`src/design/infusion_rate_and_alarm_step_assert.svh`:
```
// assertion macros for the infusion rate and alarm step block
// used by the top level only; expects clk and rst in scope
`ifndef INFUSION_RATE_AND_ALARM_STEP_ASSERT_SVH
`define INFUSION_RATE_AND_ALARM_STEP_ASSERT_SVH
`ifndef SYNTHESIS
`define IRAS_ASSERT(lbl, prop) \
  lbl: assert property (@(posedge clk) disable iff (rst) prop) \
    else $error("iras assertion failed");
`define IRAS_ASSERT_NEVER(lbl, cond) \
  lbl: assert property (@(posedge clk) disable iff (rst) !(cond)) \
    else $error("iras forbidden condition");
`else
`define IRAS_ASSERT(lbl, prop)
`define IRAS_ASSERT_NEVER(lbl, cond)
`endif
`endif

```
`src/design/iras_pkg.sv`:
```
// shared types and constants for the infusion rate and alarm step block
// no dependencies
`default_nettype none

package iras_pkg;

  localparam int RATE_W   = 24;
  localparam int DELAY_W  = 32;
  localparam int VOL_W    = 76;
  localparam int PROD_W   = 56;
  localparam int NUM_W    = 33;
  localparam int HALF_W   = 28;
  localparam int PART_W   = 43;

  localparam logic [NUM_W-1:0]   DELAY_NUM = 33'd4608000000;
  localparam logic [DELAY_W-1:0] DELAY_MAX = 32'hFFFF_FFFF;
  localparam logic [14:0]        VOL_SCALE = 15'd28125;

  localparam logic [RATE_W-1:0] VPP_RESET    = 24'd83886;
  localparam logic [15:0]       PLIMIT_RESET = 16'd300;

  typedef enum logic [2:0] {
    REG_MODE,
    REG_CONST_RATE,
    REG_RAMP_START,
    REG_RAMP_STEP,
    REG_RAMP_FINAL,
    REG_TRACKER_RATE,
    REG_VOL_PER_PULSE,
    REG_PRESSURE_LIMIT
  } cfg_reg_t;

  typedef enum logic [3:0] {
    S_IDLE,
    S_MUL_EXP,
    S_MUL_ACT,
    S_MUL_LO,
    S_MUL_HI,
    S_ACCUM,
    S_DIFF,
    S_SCALE,
    S_CMP,
    S_FINISH
  } state_t;

  typedef struct packed {
    logic [31:0] elapsed_ms;
    logic [31:0] pulse_count;
    logic [15:0] pressure;
  } item_t;

  typedef struct packed {
    logic [RATE_W-1:0]  target_rate;
    logic [DELAY_W-1:0] step_delay_us;
    logic               volume_alarm;
    logic               occlusion_alarm;
  } result_t;

  typedef struct packed {
    logic               busy;
    logic [DELAY_W-1:0] quot;
  } div_stat_t;

endpackage

`default_nettype wire

```
`src/design/infusion_rate_and_alarm_step.sv`:
```
// Infusion rate and alarm step, top level.
// One input word is one control tick (elapsed_ms, pulse_count, pressure);
// each tick gives exactly one result word (target_rate, step_delay_us,
// volume_alarm, occlusion_alarm). Both channels use valid/stall; a word moves
// at a clock edge with valid high and stall low.
// The target rate comes from constant_rate or from the ramp level, which is
// loaded from ramp_start on the first ramp tick after reset.
// The result is loaded once both the 33-step restoring divider for
// step_delay_us and the multiply/compare sequence on the shared 32x24
// multiplier are done; with a zero rate the divider does not run, so the
// sequence alone sets when the result is loaded.
// One tick is in work at a time; item_stall is high from accept until the
// result is loaded, so a new tick is taken only after the last one is through.
// The result sits in an output register; a new tick may be accepted while it
// waits, and a finished tick holds until result_stall drops.
// Synchronous reset clears the ramp state, restores the register defaults and
// drops result_valid. Registers are written through cfg_we/cfg_index/cfg_data
// only while the block is idle: a rule for the user, not enforced by the block.
// depends on iras_pkg, iras_mul, iras_div and the assertion macro header
`default_nettype none
`include "infusion_rate_and_alarm_step_assert.svh"

module infusion_rate_and_alarm_step
  import iras_pkg::*;
(
  input  wire logic              clk,
  input  wire logic              rst,
  input  wire logic              cfg_we,
  input  wire logic [2:0]        cfg_index,
  input  wire logic [RATE_W-1:0] cfg_data,
  input  wire logic              item_valid,
  output logic                   item_stall,
  input  wire item_t             item,
  output logic                   result_valid,
  input  wire logic              result_stall,
  output result_t                result
);

  // configuration registers
  logic              mode;
  logic [RATE_W-1:0] constant_rate;
  logic [RATE_W-1:0] ramp_start;
  logic [RATE_W-1:0] ramp_step;
  logic [RATE_W-1:0] ramp_final;
  logic [RATE_W-1:0] tracker_rate;
  logic [RATE_W-1:0] volume_per_pulse;
  logic [15:0]       pressure_limit;

  always_ff @(posedge clk) begin
    if (rst) begin
      mode             <= 1'b0;
      constant_rate    <= '0;
      ramp_start       <= '0;
      ramp_step        <= '0;
      ramp_final       <= '0;
      tracker_rate     <= '0;
      volume_per_pulse <= VPP_RESET;
      pressure_limit   <= PLIMIT_RESET;
    end else if (cfg_we) begin
      case (cfg_reg_t'(cfg_index))
        REG_MODE:           mode             <= cfg_data[0];
        REG_CONST_RATE:     constant_rate    <= cfg_data;
        REG_RAMP_START:     ramp_start       <= cfg_data;
        REG_RAMP_STEP:      ramp_step        <= cfg_data;
        REG_RAMP_FINAL:     ramp_final       <= cfg_data;
        REG_TRACKER_RATE:   tracker_rate     <= cfg_data;
        REG_VOL_PER_PULSE:  volume_per_pulse <= cfg_data;
        REG_PRESSURE_LIMIT: pressure_limit   <= cfg_data[15:0];
        default: ;
      endcase
    end
  end

  state_t state, state_next;
  logic   accept;
  logic   load_result;

  assign item_stall = (state != S_IDLE);
  assign accept     = item_valid && !item_stall;

  // ramp level: add signed step, cap at final, floor at zero
  logic              ramp_loaded;
  logic [RATE_W-1:0] ramp_level;
  logic [RATE_W-1:0] ramp_base;
  logic signed [RATE_W+1:0] ramp_sum;
  logic [RATE_W-1:0] ramp_level_next;
  logic [RATE_W-1:0] rate_sel;

  assign ramp_base = ramp_loaded ? ramp_level : ramp_start;
  assign ramp_sum  = $signed({2'b00, ramp_base})
                   + $signed({{2{ramp_step[RATE_W-1]}}, ramp_step});

  always_comb begin
    if (ramp_sum > $signed({2'b00, ramp_final})) begin
      ramp_level_next = ramp_final;
    end else if (ramp_sum < 0) begin
      ramp_level_next = '0;
    end else begin
      ramp_level_next = ramp_sum[RATE_W-1:0];
    end
  end

  assign rate_sel = mode ? ramp_level_next : constant_rate;

  always_ff @(posedge clk) begin
    if (rst) begin
      ramp_loaded <= 1'b0;
      ramp_level  <= '0;
    end else if (accept && mode) begin
      ramp_loaded <= 1'b1;
      ramp_level  <= ramp_level_next;
    end
  end

  // shared units
  logic [31:0]       mul_a;
  logic [RATE_W-1:0] mul_b;
  logic [PROD_W-1:0] mul_p;
  div_stat_t         div_st;

  iras_mul u_mul (
    .clk (clk),
    .a   (mul_a),
    .b   (mul_b),
    .p   (mul_p)
  );

  iras_div u_div (
    .clk     (clk),
    .rst     (rst),
    .start   (accept),
    .divisor (rate_sel),
    .stat    (div_st)
  );

  // sequencer
  always_ff @(posedge clk) begin
    if (rst) begin
      state <= S_IDLE;
    end else begin
      state <= state_next;
    end
  end

  logic [HALF_W-1:0] act_hi;
  logic [31:0]       elapsed_q;
  logic [31:0]       pulses_q;

  always_comb begin
    state_next  = state;
    mul_a       = '0;
    mul_b       = '0;
    load_result = 1'b0;
    case (state)
      S_IDLE: begin
        if (accept) begin
          state_next = S_MUL_EXP;
        end
      end
      S_MUL_EXP: begin
        mul_a      = elapsed_q;
        mul_b      = tracker_rate;
        state_next = S_MUL_ACT;
      end
      S_MUL_ACT: begin
        mul_a      = pulses_q;
        mul_b      = volume_per_pulse;
        state_next = S_MUL_LO;
      end
      S_MUL_LO: begin
        mul_a      = {4'b0, mul_p[HALF_W-1:0]};
        mul_b      = {9'b0, VOL_SCALE};
        state_next = S_MUL_HI;
      end
      S_MUL_HI: begin
        mul_a      = {4'b0, act_hi};
        mul_b      = {9'b0, VOL_SCALE};
        state_next = S_ACCUM;
      end
      S_ACCUM:  state_next = S_DIFF;
      S_DIFF:   state_next = S_SCALE;
      S_SCALE:  state_next = S_CMP;
      S_CMP:    state_next = S_FINISH;
      S_FINISH: begin
        if (!div_st.busy && (!result_valid || !result_stall)) begin
          load_result = 1'b1;
          state_next  = S_IDLE;
        end
      end
      default: state_next = S_IDLE;
    endcase
  end

  // datapath registers
  logic [RATE_W-1:0] rate_q;
  logic              occl_q;
  logic [VOL_W-1:0]  exp_q;
  logic [VOL_W-1:0]  vol_q;
  logic [PART_W-1:0] acc_lo;
  logic              alarm_q;
  logic              exp_ge;

  assign exp_ge = exp_q >= vol_q;

  always_ff @(posedge clk) begin
    if (accept) begin
      elapsed_q <= item.elapsed_ms;
      pulses_q  <= item.pulse_count;
      rate_q    <= rate_sel;
      occl_q    <= item.pressure > pressure_limit;
    end
    case (state)
      S_MUL_ACT: exp_q  <= VOL_W'(mul_p) << 9;
      S_MUL_LO:  act_hi <= mul_p[PROD_W-1:HALF_W];
      S_MUL_HI:  acc_lo <= mul_p[PART_W-1:0];
      S_ACCUM:   vol_q  <= (VOL_W'(mul_p[PART_W-1:0]) << HALF_W) + VOL_W'(acc_lo);
      S_DIFF:    vol_q  <= exp_ge ? (exp_q - vol_q) : (vol_q - exp_q);
      S_SCALE:   vol_q  <= (vol_q << 4) + (vol_q << 2);
      S_CMP:     alarm_q <= vol_q > exp_q;
      default: ;
    endcase
  end

  // output register
  always_ff @(posedge clk) begin
    if (rst) begin
      result_valid <= 1'b0;
    end else if (load_result) begin
      result_valid <= 1'b1;
    end else if (!result_stall) begin
      result_valid <= 1'b0;
    end
  end

  always_ff @(posedge clk) begin
    if (load_result) begin
      result.target_rate     <= rate_q;
      result.step_delay_us   <= div_st.quot;
      result.volume_alarm    <= alarm_q;
      result.occlusion_alarm <= occl_q;
    end
  end

  `IRAS_ASSERT(a_result_from_finish, $rose(result_valid) |-> $past(state) == S_FINISH)
  `IRAS_ASSERT(a_busy_after_accept, accept |=> item_stall)
  `IRAS_ASSERT(a_ramp_sticky, ramp_loaded |=> ramp_loaded)
  `IRAS_ASSERT_NEVER(a_zero_rate_delay,
    result_valid && result.target_rate == '0 && result.step_delay_us != DELAY_MAX)

endmodule

`default_nettype wire

```
`src/design/iras_mul.sv`:
```
// shared 32x24 multiplier with registered product
// depends on iras_pkg
`default_nettype none

module iras_mul
  import iras_pkg::*;
(
  input  wire logic              clk,
  input  wire logic [31:0]       a,
  input  wire logic [RATE_W-1:0] b,
  output logic      [PROD_W-1:0] p
);

  always_ff @(posedge clk) begin
    p <= PROD_W'(a) * PROD_W'(b);
  end

endmodule

`default_nettype wire

```
`src/design/iras_div.sv`:
```
// restoring divider, one quotient bit per cycle, of the fixed delay numerator by the rate
// depends on iras_pkg
`default_nettype none

module iras_div
  import iras_pkg::*;
(
  input  wire logic              clk,
  input  wire logic              rst,
  input  wire logic              start,
  input  wire logic [RATE_W-1:0] divisor,
  output div_stat_t              stat
);

  localparam logic [5:0] CNT_TOP = 6'(NUM_W - 1);

  logic              busy;
  logic [5:0]        cnt;
  logic [RATE_W-1:0] rem;
  logic [RATE_W-1:0] dvs;
  logic [NUM_W-1:0]  quo;
  logic              zero;
  logic [RATE_W:0]   trial;
  logic [RATE_W:0]   trial_sub;
  logic              fits;

  assign trial     = {rem, DELAY_NUM[cnt]};
  assign trial_sub = trial - {1'b0, dvs};
  assign fits      = trial >= {1'b0, dvs};

  always_ff @(posedge clk) begin
    if (rst) begin
      busy <= 1'b0;
      cnt  <= '0;
    end else if (start) begin
      busy <= (divisor != '0);
      cnt  <= CNT_TOP;
    end else if (busy) begin
      if (cnt == '0) begin
        busy <= 1'b0;
      end
      cnt <= cnt - 6'd1;
    end
  end

  always_ff @(posedge clk) begin
    if (start) begin
      rem  <= '0;
      quo  <= '0;
      dvs  <= divisor;
      zero <= (divisor == '0);
    end else if (busy) begin
      rem <= fits ? trial_sub[RATE_W-1:0] : trial[RATE_W-1:0];
      quo <= {quo[NUM_W-2:0], fits};
    end
  end

  // quotient above 32 bits or zero rate saturates
  assign stat.busy = busy;
  assign stat.quot = (zero || quo[NUM_W-1]) ? DELAY_MAX : quo[DELAY_W-1:0];

endmodule

`default_nettype wire

```
`config.mk`:
```
export PLATFORM = sky130hd
export DESIGN_NAME = infusion_rate_and_alarm_step
export DESIGN_NICKNAME = d
export VERILOG_FILES = /design/src/design/iras_pkg.sv /design/src/design/infusion_rate_and_alarm_step.sv /design/src/design/iras_mul.sv /design/src/design/iras_div.sv
export VERILOG_INCLUDE_DIRS = /design/src /design/src/design
export SDC_FILE = /design/constraint.sdc
export NUM_CORES = 2
export LEC_CHECK = 0
export BUFFER_PORTS_ARGS = -buffer_cell sky130_fd_sc_hd__buf_2
export CORE_ASPECT_RATIO = 0.5
export CORE_MARGIN = 4
export CORE_UTILIZATION = 55
export CTS_BUF_LIST = sky130_fd_sc_hd__clkbuf_16
export DETAILED_ROUTE_END_ITERATION = 7
export HOLD_SLACK_MARGIN = 0.02
export PLACE_DENSITY = 0.72
export SETUP_SLACK_MARGIN = 0.15
export SLEW_MARGIN = 20
export SYNTH_ARGS = -nofsm -noshare
export SYNTH_HDL_FRONTEND = slang
export SYNTH_SLANG_ARGS = --single-unit
```
`constraint.sdc`:
```
create_clock -name clk -period 12.1 [get_ports clk]
set_input_delay 0.605 -clock clk [delete_from_list [all_inputs] [get_ports clk]]
set_output_delay 0.605 -clock clk [all_outputs]
set_load 0.05 [all_outputs]
```
## Yosys cells after proc, flatten, opt, wreduce, memory -nomap -nowiden

Memories as Yosys holds them, arrays and structs flattened.
Cells that the tools add are included.

| storage, ports and cells | value |
|---|---|
| register bits | 663 |
| input bits | 112 |
| memory bits (read-only) | 64 |
| memories kept | 1 |
| output and inout port bits | 60 |

| operators by class | value |
|---|---|
| muxes and demuxes | 22 |
| eq/ne operators | 19 |
| multipliers | 1 |
| add/subtract/negate cells | 7 |
| reduce and logical (&&, ||, !) cells | 28 |
| order comparisons | 7 |

Memories:

| name | depth | width | read ports | clocked after memory_dff | wr ports | RTL line | text |
|---|---|---|---|---|---|---|---|
| (no name shown) | 64 | 1 | 1 | 0 | 0 | iras_div.sv:27 | `assign trial = {rem, DELAY_NUM[cnt]};` |

Operators by type and width:

| kind | count |
|---|---|
| one-hot mux 76 bit (3 select lines) | 1 |
| one-hot mux 32 bit (4 select lines) | 1 |
| 2-to-1 mux 24 bit | 5 |
| adder 76 bit | 1 |
| >= comparator 65 x 76 -> 1 bit | 1 |
| greater-than comparator 76 x 65 -> 1 bit | 1 |
| 2-to-1 mux 76 bit | 1 |
| subtractor 65 x 76 -> 76 bit | 1 |
| subtractor 76 x 65 -> 76 bit | 1 |
| adder 71 x 43 -> 72 bit | 1 |
| one-hot mux 24 bit (3 select lines) | 1 |
| multiplier 32 x 24 -> 56 bit | 1 |
| one-hot mux 4 bit (10 select lines) | 1 |
| adder 25 x 24 -> 26 bit | 1 |
| greater-than comparator 26 x 25 -> 1 bit | 1 |
| less-than comparator 26 x 1 -> 1 bit, second input constant | 1 |
| >= comparator 25 x 24 -> 1 bit | 1 |
| zero test 24 bit | 1 |
| nonzero test 24 bit | 1 |
| subtractor 24 bit | 1 |
| AND reduction 2 bit | 9 |
| equality test 4 x 3 -> 1 bit, second input constant | 4 |
| greater-than comparator 16 bit | 1 |
| equality test 3 bit, second input constant | 4 |
| 22 further kinds | 42 |

## Depth between registers and ports, before layout

| logic depth | value |
|---|---|
| depth after elaboration | 8 |
| depth in mapped cells | 36 |
| depth with buffers taken out | 33 |

## Cells and area by module

From an unflattened synthesis, not the netlist that was laid out.

| second synthesis, totals | value |
|---|---|
| cells, all modules | 7569 |
| area total of the unflattened synthesis | 66820.3 µm² |

Modules (own cells, without submodules):

| module | area an instance (µm²) | sequential area each (µm²) | cells an instance | instances |
|---|---|---|---|---|
| infusion_rate_and_alarm_step | 35816.9 | 14363.8 | 4100 | 1 |
| iras_mul | 25941.1 | 1121.1 | 2898 | 1 |
| iras_div | 5062.4 | 2031.9 | 571 | 1 |

## Least setup slack after synthesis

No wires, ideal clock.

| path | value |
|---|---|
| path kind | reg-to-reg |
| from | reg state[2] |
| to | reg u_mul.p[55] |
| period minus slack after synthesis | 10.103 ns |
| data arrival time | 9.982 ns |
| setup time | 0.121 ns |
| path buffers | 5 |
| required time | 11.979 ns |
| cell stages (with the launch flop) | 34 |
| path slack | 1.997 ns |
| cells stage by stage | dfxtp_1 -> clkbuf_1 -> nor3_1 -> clkbuf_1 -> buf_1 -> a22o_1 -> clkbuf_1 -> nand2_1 -> fa_1 -> inv_1 -> fa_1 -> inv_1 -> fa_1 -> fa_1 -> inv_1 -> fa_1 -> fa_1 -> inv_1 -> fa_1 -> inv_1 -> ha_1 -> clkbuf_1 -> and3_1 -> nand3_1 -> nor3_1 -> o311ai_1 -> a211o_1 -> a31o_2 -> o21ai_1 -> a21oi_1 -> o31a_1 -> o2111ai_1 -> a21oi_1 -> xnor2_1 |

| on the way | value |
|---|---|
| word-level cells in the longest chain between the ends | 4 |
| elaborated cells on any way between the ends | 8 |
| those cells by class | mul (1); eq/ne (4); mux (2); reduce/logical (1) |

RTL lines:

| what | RTL line | text |
|---|---|---|
| start, declared | infusion_rate_and_alarm_step.sv:74 | `state_t state, state_next;` |
| start signal, assigned | infusion_rate_and_alarm_step.sv:141 | `state <= state_next;` |
| equality test 4 x 3 -> 1 bit or equality test 4 x 2 -> 1 bit (tied branches) | infusion_rate_and_alarm_step.sv:154 | `case (state)` |
| OR reduction 2 bit (no line) | -- |  |
| one-hot mux 24 bit (3 select lines) | infusion_rate_and_alarm_step.sv:154 |  |
| multiplier 32 x 24 -> 56 bit (*) | iras_mul.sv:15 | `p <= PROD_W'(a) * PROD_W'(b);` |
| end signal, assigned | iras_mul.sv:15 |  |
| end, declared | iras_mul.sv:11 | `output logic [PROD_W-1:0] p` |

Every way passes the cells marked *; elsewhere a longest branch is shown, timed or not.
A chain may end at the register's enable or synchronous reset.

## Final worst setup path

| path | value |
|---|---|
| from | reg state[1] |
| to | reg u_mul.p[54] |

The elaborated chain is that of the path after synthesis.

==> impl_summary.log <==
[metrics] Final GP Congestion: 1.00
[metrics] clock root cell: sky130_fd_sc_hd__clkbuf_16
[metrics] cell area after synthesis: 64600 um2
[metrics] multi-input logic area: roughly 43000 um2
[metrics] met1 capacity usage during global routing: about 46%
[metrics] commonest non-fill, non-tap cells in the layout: sky130_fd_sc_hd__nand2_1, sky130_fd_sc_hd__inv_1, sky130_fd_sc_hd__fa_1
[metrics] cell at the slowest stage of the critical path: sky130_fd_sc_hd__and2_1
[metrics] aggregate global routing overflow: 0
[metrics] layout overhead on the synthesized area: 6.96%
[metrics] Final Max Tran Viols: 0
[metrics] insertion delay to the later sink of the worst-skew pair: 0.68 ns
[metrics] worst-path fanout max: 31
[metrics] total die area: 123000 um2
[metrics] Avg Synthesized Cell Area: ~8.7 um2
[metrics] floorplan core area: ~120000 um2
[metrics] number of synthesized flops with an enable pin: 352
[metrics] final design instance area without fill: 69100 um2
[metrics] number of ports placed on the die boundary: 172
[metrics] total area of sequential cells: 16800 um2
[metrics] Worst path max stage delay: between 0.8 and 0.9 ns
[metrics] PnR worst setup slack: 1.37 ns
[metrics] global routing usage on met3: 9.10%
[metrics] number of DRC markers after the initial detailed-route iteration: 6514
[metrics] CP most frequent cell: sky130_fd_sc_hd__fa_1
[metrics] remaining number of nets flagged by the antenna check after routing: 0
[metrics] DRC errors left: 0
[metrics] clock-pin slew on the worst setup and hold paths: about 0.07 ns
[metrics] Critical Path Sink Type: flip-flop
[metrics] Layout Skew: 0.0273 ns
[metrics] Inserted Clock Buffers: 67
[metrics] Post-synth top flop: sky130_fd_sc_hd__edfxtp_1
[metrics] post-placement worst setup slack: 1.57 ns
[metrics] total wire length: between 200000 and 250000 um
[metrics] # fillers: 10.3k
[metrics] Crit Path Category: reg2reg
[metrics] wire length per cell: 23.3 um
[metrics] relative slew slack: 22.5%
[metrics] reported net switching power: ~3.4 mW
[metrics] transition at the pin with the smallest max-transition slack: 1.16 ns
[metrics] status: complete, no violations
[metrics] number of core rows: 88
[metrics] most common cell after layout, fill and taps aside: sky130_fd_sc_hd__nand2_1
[metrics] aggregate global-route resource usage: 33.5%
[metrics] post-layout power: 8.28 mW
[metrics] max-capacitance violation count: 0
[metrics] standby leakage power: 30.9 nW
[metrics] share of total power in sequential cells: 35.1%
[metrics] total nets after synthesis: ~8.7k
[metrics] Async S/R FF share, synth: 0%
[metrics] met2 track demand over resource: 50.8%
[metrics] final worst path period need: 10.73 ns
[metrics] switching share of total power: 40.6%
[metrics] global-route wire length before repair: ~320000 um
[metrics] largest net degree at the start of global routing: between 100 and 150
[metrics] fraction of layout instances using a drive strength above 1: under 10%
[metrics] Netlist cell types: 94
[metrics] antenna violations before repair: 10
[metrics] clk buf depth: 3
[metrics] Final Net Count: 8648
[metrics] clock net sink count: 663
[metrics] number of detailed-routing iterations run before antenna repair: 6
[metrics] Die Span X: a little under 500 um
[metrics] sequential element share of the synthesized area: 26.0%
[metrics] HPWL after detailed placement: 160000 um
[metrics] relative contribution of combinational cells to total power: 39.0%
[metrics] final hold violations: 0
[metrics] initial standard-cell utilization of the core: 55.7%
[metrics] clock network fraction of design power: 25.9%
[metrics] number of global-route vias before repair: 52.3k
[metrics] internal power contribution: 4.92 mW
[metrics] H-tree Lvls: 3
[metrics] max frequency: 0.0932 GHz
[metrics] setup repair after global routing missed its margin: no
[metrics] worst voltage drop across the vdd grid: 0.0920 mV
[metrics] crit path DAT: about 11 ns
[metrics] total power per unit cell area: around 120 nW/um2
[metrics] vias post-DR: 54.7k
[metrics] synthesis warning total: 0
[metrics] # port buffers: 171
[metrics] number of hold buffers added after cts: 0
[metrics] Post-CTS Resized: 0
[metrics] mean number of vias per cell: 6.06
[metrics] flip-flop and latch count after synthesis: 663
[metrics] final clock period utilization by the worst path: 88.6%
[metrics] kind of launch point of the worst setup path: flip-flop
[metrics] synthesized instance count: between 7k and 8k
[metrics] Tightest Hold Check Type: in2reg
[metrics] setup-violating endpoint count in the final report: 0
[metrics] postcts setup bufs: 0
[metrics] cell area after placement: roughly 67000 um2
[metrics] Die Y-Extent: 250 um
[metrics] Total Neg Setup Slack: 0 ns
[metrics] CTS tree: done
[metrics] endpoint required time on the critical path: 12.68 ns
[metrics] Top Usage Layer GRT: met2
[worst paths after layout]
check	start	slack [ns]	to	depth (start not counted)
max	state[1]	1.37	u_mul.p[54]	31
min	item[55]	0.10	elapsed_q[7]	1
max reg2reg	state[1]	1.37	u_mul.p[54]	31
min reg2reg	u_mul.p[49]	0.45	exp_q[58]	0
[through the flow]
stage	std cells	utilization, %	hold WS, ns
5_1_grt	9025	59.6	0.0936
6_report	9025	59.6	0.105
3_5_place_dp	8906	57.7	0.436
4_1_cts	9023	59.6	0.0787
3_3_place_gp	8906	57.7	0.424
2_1_floorplan	7437	-	0.400
[flip-flops by register name, summed over array words and instances (netlist names), 28 cells and up]
name / count
act_hi: 28
u_div.quo: 33
result: 58
elapsed_q: 32
vol_q: 76
pulses_q: 32
u_mul.p: 56
exp_q: 56
acc_lo: 43
[cell families (layout without fill, tap and decap cells)]
family / Yosys count / count (layout) / synth area share (%)
xor+xnor: 274 / 274 / 3.71
fa+ha+maj: 1136 / 1136 / 29.7
mux: 118 / 118 / 1.93
buf+inv: 1401 / 1412 / 8.17
compound gates: 1588 / 1588 / 15.3
flops: 663 / 663 / 26.0
other cells: 0 / 2 / 0
simple gates: 2257 / 2257 / 15.2
[layout make-up]
cell class                      count  area share (%)
Clock inverter                     50           0.738
Tap cell                         1575            2.85
Inverter                         1020            5.55
Sequential cell                   663            24.3
Timing Repair Buffer              275            2.38
Antenna cell                        2         0.00724
Clock buffer                       67            2.43
Multi-Input combinational cell   5373            61.8
[layer usage]
metal	up-vias	share of wire [%]
met2	3000	43
li1	24659	-
met3	555	12
met5	-	0.034
met4	10	4.3
met1	26428	40
[cells in the mapped netlist (82+ instances only)]
cell type / n / area (um2)
sky130_fd_sc_hd__ha_1: 473 / 5920
sky130_fd_sc_hd__nor2_1: 667 / 2500
sky130_fd_sc_hd__edfxtp_1: 352 / 10600
sky130_fd_sc_hd__clkbuf_1: 348 / 1310
sky130_fd_sc_hd__dfxtp_1: 311 / 6230
sky130_fd_sc_hd__a21o_1: 157 / 1180
sky130_fd_sc_hd__xor2_1: 100 / 876
sky130_fd_sc_hd__fa_1: 663 / 13300
sky130_fd_sc_hd__o21ai_0: 295 / 1480
sky130_fd_sc_hd__xnor2_1: 174 / 1520
sky130_fd_sc_hd__nor3_1: 87 / 435
sky130_fd_sc_hd__a21oi_1: 571 / 2860
sky130_fd_sc_hd__mux2i_1: 82 / 821
sky130_fd_sc_hd__nand2_1: 1037 / 3890
sky130_fd_sc_hd__a22oi_1: 124 / 931
sky130_fd_sc_hd__inv_1: 1020 / 3830
[worst max-delay path: cells and delay by family, from the launching register on]
kind	cells	cell delay, ns
fa+ha+maj	8	3.84
flops	1	0.61
simple gates	8	3.21
xor+xnor	1	0.14
compound gates	8	2.22
buf+inv	6	0.59
[power groups by stage]
stage / combinational [mW] / sequential (mW) / clock, mW
6_report: 3.23 / 2.90 / 2.15
5_1_grt: 3.53 / 2.91 / 2.26
4_1_cts: 3.15 / 2.89 / 2.17
3_5_place_dp: 3.13 / 2.94 / 0
3_3_place_gp: 3.10 / 2.94 / 0
2_1_floorplan: 2.17 / 2.80 / 0
Note: power is estimated with default switching activity, not from simulation.
